`src/rtl/capsule_vertex_generator_defines.svh`:
```
// Assertion macros for the capsule vertex generator.
// Used by the top level; no other dependencies.
`ifndef CAPSULE_VERTEX_GENERATOR_DEFINES_SVH
`define CAPSULE_VERTEX_GENERATOR_DEFINES_SVH
`ifndef SYNTH
`define CVG_ASSERT_IMP(label, clk, rst_n, ante, cons) \
  label: assert property (@(posedge clk) disable iff (!rst_n) (ante) |-> (cons)) \
    else $error("capsule_vertex_generator: assertion failed");
`define CVG_ASSERT_NXT(label, clk, rst_n, ante, cons) \
  label: assert property (@(posedge clk) disable iff (!rst_n) (ante) |=> (cons)) \
    else $error("capsule_vertex_generator: assertion failed");
`else
`define CVG_ASSERT_IMP(label, clk, rst_n, ante, cons)
`define CVG_ASSERT_NXT(label, clk, rst_n, ante, cons)
`endif
`endif

```
`src/rtl/cvg_pkg.sv`:
```
// Shared constants, tables and types of the capsule vertex generator.
// No dependencies.
`default_nettype none
package cvg_pkg;
  localparam int CORDIC_ITERATIONS = 16;
  localparam int CORDIC_STEPS = (CORDIC_ITERATIONS < 24) ? CORDIC_ITERATIONS : 24;
  localparam int DIV_STEPS = 32;
  localparam int DIV_QW = DIV_STEPS + 1;
  localparam int DIV_W = 10;
  localparam int CX_W = 33;
  localparam int CZ_W = 34;
  localparam int SC_W = 32;
  localparam int LATENCY = 41 + CORDIC_STEPS;

  localparam logic [3:0] CFG_RADIUS   = 4'd0;
  localparam logic [3:0] CFG_CYL_LEN  = 4'd1;
  localparam logic [3:0] CFG_RING_CNT = 4'd2;
  localparam logic [3:0] CFG_SEG_CNT  = 4'd3;

  localparam logic [15:0] RADIUS_RST   = 16'd256;
  localparam logic [15:0] CYL_LEN_RST  = 16'd512;
  localparam logic [7:0]  RING_CNT_RST = 8'd4;
  localparam logic [9:0]  SEG_CNT_RST  = 10'd16;

  localparam logic signed [CX_W-1:0] CORDIC_GAIN = 33'sd652032874;

  localparam logic [29:0] ATAN_TURNS [0:23] = '{
    30'd536870912, 30'd316933406, 30'd167458907, 30'd85004756, 30'd42667331,
    30'd21354465, 30'd10680862, 30'd5340245, 30'd2670163, 30'd1335087,
    30'd667544, 30'd333772, 30'd166886, 30'd83443, 30'd41722, 30'd20861,
    30'd10430, 30'd5215, 30'd2608, 30'd1304, 30'd652, 30'd326, 30'd163, 30'd81
  };

  typedef struct packed {
    logic        left;
    logic        oor;
    logic [16:0] tex_u;
    logic [16:0] tex_v;
  } cvg_tag_t;
endpackage
`default_nettype wire

```
`src/rtl/cvg_div.sv`:
```
// Pipelined restoring divider, one quotient bit per stage: floor(num * 2^32 / den) for num < 2 * den.
// Depends on cvg_pkg.
`default_nettype none
module cvg_div (
  input  wire logic                      clk,
  input  wire logic                      rst_n,
  input  wire logic                      in_valid,
  input  wire logic [cvg_pkg::DIV_W-1:0] num,
  input  wire logic [cvg_pkg::DIV_W-1:0] den,
  input  wire cvg_pkg::cvg_tag_t         tag_i,
  output logic                           out_valid,
  output logic [cvg_pkg::DIV_QW-1:0]     quot,
  output cvg_pkg::cvg_tag_t              tag_o
);
  logic [cvg_pkg::DIV_STEPS:0]  v_r;
  logic [cvg_pkg::DIV_W-1:0]    rem_r [0:cvg_pkg::DIV_STEPS];
  logic [cvg_pkg::DIV_W-1:0]    den_r [0:cvg_pkg::DIV_STEPS];
  logic [cvg_pkg::DIV_QW-1:0]   quo_r [0:cvg_pkg::DIV_STEPS];
  cvg_pkg::cvg_tag_t            tag_r [0:cvg_pkg::DIV_STEPS];
  logic [cvg_pkg::DIV_W-1:0]    rem_nxt [0:cvg_pkg::DIV_STEPS];
  logic [cvg_pkg::DIV_QW-1:0]   quo_nxt [0:cvg_pkg::DIV_STEPS];
  logic [cvg_pkg::DIV_W:0]      sh   [1:cvg_pkg::DIV_STEPS];
  logic [cvg_pkg::DIV_W:0]      diff [1:cvg_pkg::DIV_STEPS];
  logic                         ge   [1:cvg_pkg::DIV_STEPS];
  logic                         ge0;
  logic [cvg_pkg::DIV_W-1:0]    diff0;

  always_comb begin
    ge0 = (num >= den);
    diff0 = num - den;
    rem_nxt[0] = ge0 ? diff0 : num;
    quo_nxt[0] = {{cvg_pkg::DIV_STEPS{1'b0}}, ge0};
    for (int k = 1; k <= cvg_pkg::DIV_STEPS; k++) begin
      sh[k] = {rem_r[k-1], 1'b0};
      diff[k] = sh[k] - {1'b0, den_r[k-1]};
      ge[k] = (sh[k] >= {1'b0, den_r[k-1]});
      rem_nxt[k] = ge[k] ? diff[k][cvg_pkg::DIV_W-1:0] : sh[k][cvg_pkg::DIV_W-1:0];
      quo_nxt[k] = {quo_r[k-1][cvg_pkg::DIV_QW-2:0], ge[k]};
    end
  end

  always_ff @(posedge clk) begin
    if (!rst_n) begin
      v_r <= '0;
    end else begin
      v_r <= {v_r[cvg_pkg::DIV_STEPS-1:0], in_valid};
    end
  end

  always_ff @(posedge clk) begin
    rem_r[0] <= rem_nxt[0];
    quo_r[0] <= quo_nxt[0];
    den_r[0] <= den;
    tag_r[0] <= tag_i;
    for (int k = 1; k <= cvg_pkg::DIV_STEPS; k++) begin
      rem_r[k] <= rem_nxt[k];
      quo_r[k] <= quo_nxt[k];
      den_r[k] <= den_r[k-1];
      tag_r[k] <= tag_r[k-1];
    end
  end

  assign out_valid = v_r[cvg_pkg::DIV_STEPS];
  assign quot      = quo_r[cvg_pkg::DIV_STEPS];
  assign tag_o     = tag_r[cvg_pkg::DIV_STEPS];
endmodule
`default_nettype wire

```
`config.mk`:
```
export PLATFORM = sky130hd
export DESIGN_NAME = cvg_div
export DESIGN_NICKNAME = d
export VERILOG_FILES = /design/src/rtl/capsule_vertex_generator_defines.svh /design/src/rtl/cvg_pkg.sv /design/src/rtl/cvg_div.sv
export SDC_FILE = /design/constraint.sdc
export NUM_CORES = 2
export LEC_CHECK = 0
export BUFFER_PORTS_ARGS = -buffer_cell sky130_fd_sc_hd__buf_2
export CAP_MARGIN = 20
export CORE_MARGIN = 10
export CORE_UTILIZATION = 64
export DETAILED_ROUTE_END_ITERATION = 8
export PLACE_DENSITY_LB_ADDON = 0.1
export RECOVER_POWER = 50
export SLEW_MARGIN = 20
export SYNTH_ARGS = -nofsm -noshare
export SYNTH_HDL_FRONTEND = slang
export SYNTH_SLANG_ARGS = --single-unit
```
`constraint.sdc`:
```
create_clock -name clk -period 3.2 [get_ports clk]
set_input_delay 0.48 -clock clk [delete_from_list [all_inputs] [get_ports clk]]
set_output_delay 0.48 -clock clk [all_outputs]
set_load 0.1 [all_outputs]
```
==> flow_metrics.env <==
export IMPL_status="complete, no violations"
export IMPL_synth_ff_latch_count=2422
export IMPL_fmax_mhz=392
export IMPL_wl_um=104000
export IMPL_min_path_type="in -> reg"
export IMPL_clk_pin_slew_worst_paths_ns=0.07
export IMPL_synth_ff_type="dfxtp_1"
export IMPL_first_pass_iters=6
export IMPL_slew_viol_final=0
export IMPL_clockBufferDepth=3
export IMPL_grt_usage_pct=17.5
export IMPL_multi_input_area_sq_um=17500
export IMPL_drt_antenna_violating_nets=0
export IMPL_rsz0062_at_grt="no"
export IMPL_final_common_cell="dfxtp_1"
export IMPL_p_leak_nw=33.9
export IMPL_period_share_pct=79.8
export IMPL_drive_gt1_share_pct=11.8
export IMPL_cts_buffers=206
export IMPL_worst_path_buf_inv=2
export IMPL_placed_cell_area_sq_um=70200
export IMPL_worst_pin_slew_ns=0.693
export IMPL_finalSetupViolCount=0
export IMPL_ir_drop_mv=1.08
export IMPL_start_util_pct=64.5
export IMPL_grt_overflow_total=0
export IMPL_mostFrequentLayoutCells="2422 x dfxtp_1, 440 x inv_1, 329 x ha_1"
export IMPL_diodes=0
export IMPL_cp_slowest_cell="a2111oi_0"
export IMPL_wl_per_cell_um=14.8
export IMPL_syn_num_nets=5523
export IMPL_slowest_delay_ns=0.50
export IMPL_powerDensity_nw_per_um2=1120
export IMPL_netlist_area_sq_um=67900
export IMPL_antenna_found_initial=0
export IMPL_synth_warning_count=0
export IMPL_hpwl_um=64100
export IMPL_worstSetupStartpointType="flip-flop"
export IMPL_grt_start_max_net_pins=34
export IMPL_io_buffers=128
export IMPL_dieWidth_um=346
export IMPL_first_global_vias=35898
export IMPL_yosysSeqAreaShare_pct=71.4
export IMPL_layout_cells_non_filler=7039
export IMPL_root_buffer="clkbuf_16"
export IMPL_synth_cells=5103
export IMPL_vias=34483
export IMPL_dieArea_sq_um=120000
export IMPL_crit_fanout=17
export IMPL_path_class="reg -> reg"
export IMPL_slew_headroom_pct=53.8
export IMPL_final_min_clock_period_ns=2.55
export IMPL_cts_tree="yes"
export IMPL_fill_cells=6711
export IMPL_num_rows=119
export IMPL_synth_edf_count=0
export IMPL_async_flop_share_pct=0
export IMPL_tns_ns=0
export IMPL_ys_types=63
export IMPL_io_pins=129
export IMPL_gp_congestion=0.840
export IMPL_dieHeight_um=346
export IMPL_maxCapViolCount=0
export IMPL_avgSynthCellArea_sq_um=13.3
export IMPL_post_cts_resized=0
export IMPL_drc=0
export IMPL_worstPathRequired_ns=3.87
export IMPL_core_sq_um=105000
export IMPL_endpoint_kind="flip-flop"
export IMPL_via_per_inst=4.90
export IMPL_cts_sinks=2422
export IMPL_htree_levels=4
export IMPL_grt_pass1_wl_um=175000
export IMPL_final_area_sq_um=78200
export IMPL_seqCellArea_sq_um=48500
export IMPL_path_cells="inv_1 -> ha_1 -> a2111oi_0 -> o21ai_0 -> o32ai_4 -> inv_2 -> mux2_1"
export IMPL_hold_viol=0
export IMPL_skew_ns=0.0674
export IMPL_clk_latency_ns=0.80
export IMPL_crit_family="compound AO/OA/AOI/OAI gates"
export IMPL_nets=5893
export IMPL_power_mw=87.9
export IMPL_area_growth_pct=15.1
export IMPL_drtIter0Drc=1565
export IMPL_arrival_ns=3.23
export IMPL_dp_cells=6599
-- metrics by stage --
step | setup slack [ns] | util (%) | hold slack, ns
6_report | 0.646 | 74.2 | 0.142
5_1_grt | 0.481 | 74.2 | 0.127
4_1_cts | 0.683 | 74.2 | 0.0910
3_5_place_dp | 0.609 | 66.6 | 0.312
3_3_place_gp | 0.601 | 66.6 | 0.310
2_1_floorplan | 0.872 | - | 0.310
-- path summary, 6_finish.rpt --
check                           cells past startpoint                    end                   from  slack [ns]
worst max-delay path                                7  rem_r[0][196]$_DFF_P_  den_r[0][188]$_DFF_P_        0.65
worst min register to register                      0  quo_r[0][100]$_DFF_P_   quo_r[0][66]$_DFF_P_        0.30
worst max register to register                      7  rem_r[0][196]$_DFF_P_  den_r[0][188]$_DFF_P_        0.65
worst min-delay path                                2     v_r[29]$_SDFF_PN0_                  rst_n        0.14
-- cells in the mapped netlist, drive strengths merged (22+ instances only) --
cell type,instances,area (sq um)
a2111oi,52,858
a211oi,46,345
a21boi,28,210
a21o,34,255
a21oi,222,1130
and2,43,269
buf,31,173
dfxtp,2422,48500
fa,32,641
ha,329,4120
inv,461,1730
mux2,112,1260
nand2,198,743
nand2b,24,150
nand3,33,165
nand4,41,257
nor2,128,480
nor2b,34,213
nor4b,22,324
o211ai,40,305
o21a,64,480
o21ai,286,1510
o21bai,32,240
o31ai,25,193
or4,26,195
xnor2,185,1620
xor2,38,333
-- state kept, by name, indices dropped and copies added, names as in the netlist --
name	cells
den_r	320
quo_r	561
rem_r	320
tag_r	1188
v_r	33
-- cell families (layout without fill, tap and decap cells) --
logic type	after synthesis	in the layout	share of synthesized area, %
buffers and inverters	499	1044	2.84
AOI/OAI and AO/OA	880	880	9.40
xor gates and xnor gates	223	223	2.87
and+or+nand+nor	606	606	4.67
adders and majority gates	361	361	7.00
DFF	2422	2422	71.4
muxes	112	112	1.86
-- per-layer routing --
| metal | track usage (%) | vias to the layer above | wire length [um] |
|---|---|---|---|
| met5 | 0 | - | 0 |
| met4 | 6.02 | 0 | 2560 |
| met3 | 3.14 | 201 | 3440 |
| met2 | 30.9 | 494 | 51500 |
| met1 | 21.3 | 16020 | 46700 |
| li1 | - | 17768 | - |
-- worst register-to-register path: stages, from the launching register on --
cell	delay, ns
dfxtp_1	0.36
inv_1	0.06
ha_1	0.34
a2111oi_0	0.50
o21ai_0	0.29
o32ai_4	0.45
inv_2	0.11
mux2_1	0.33
-- report_power, final --
part           switching (mW)  total [mW]  internal, mW
sequential               2.90        39.9          37.0
clock                    10.9        26.1          15.2
combinational            12.6        22.0          9.38
total                    26.4        87.9          61.5
-- final cells by class --
| type | instances | area share, % |
|---|---|---|
| multi-input combinational | 2182 | 22.4 |
| clock buffer | 291 | 7.65 |
| sequential | 2422 | 62.0 |
| tap | 1391 | 2.22 |
| inverter | 461 | 2.21 |
| timing repair buffer | 200 | 1.69 |
| clock inverter | 92 | 1.84 |
-- what timing repair did --
action	CTS	global route
setup buffers	0	0
endpoints found under the hold margin	57	0
hold buffers	57	0
Note: power is estimated with default switching activity, not from simulation.
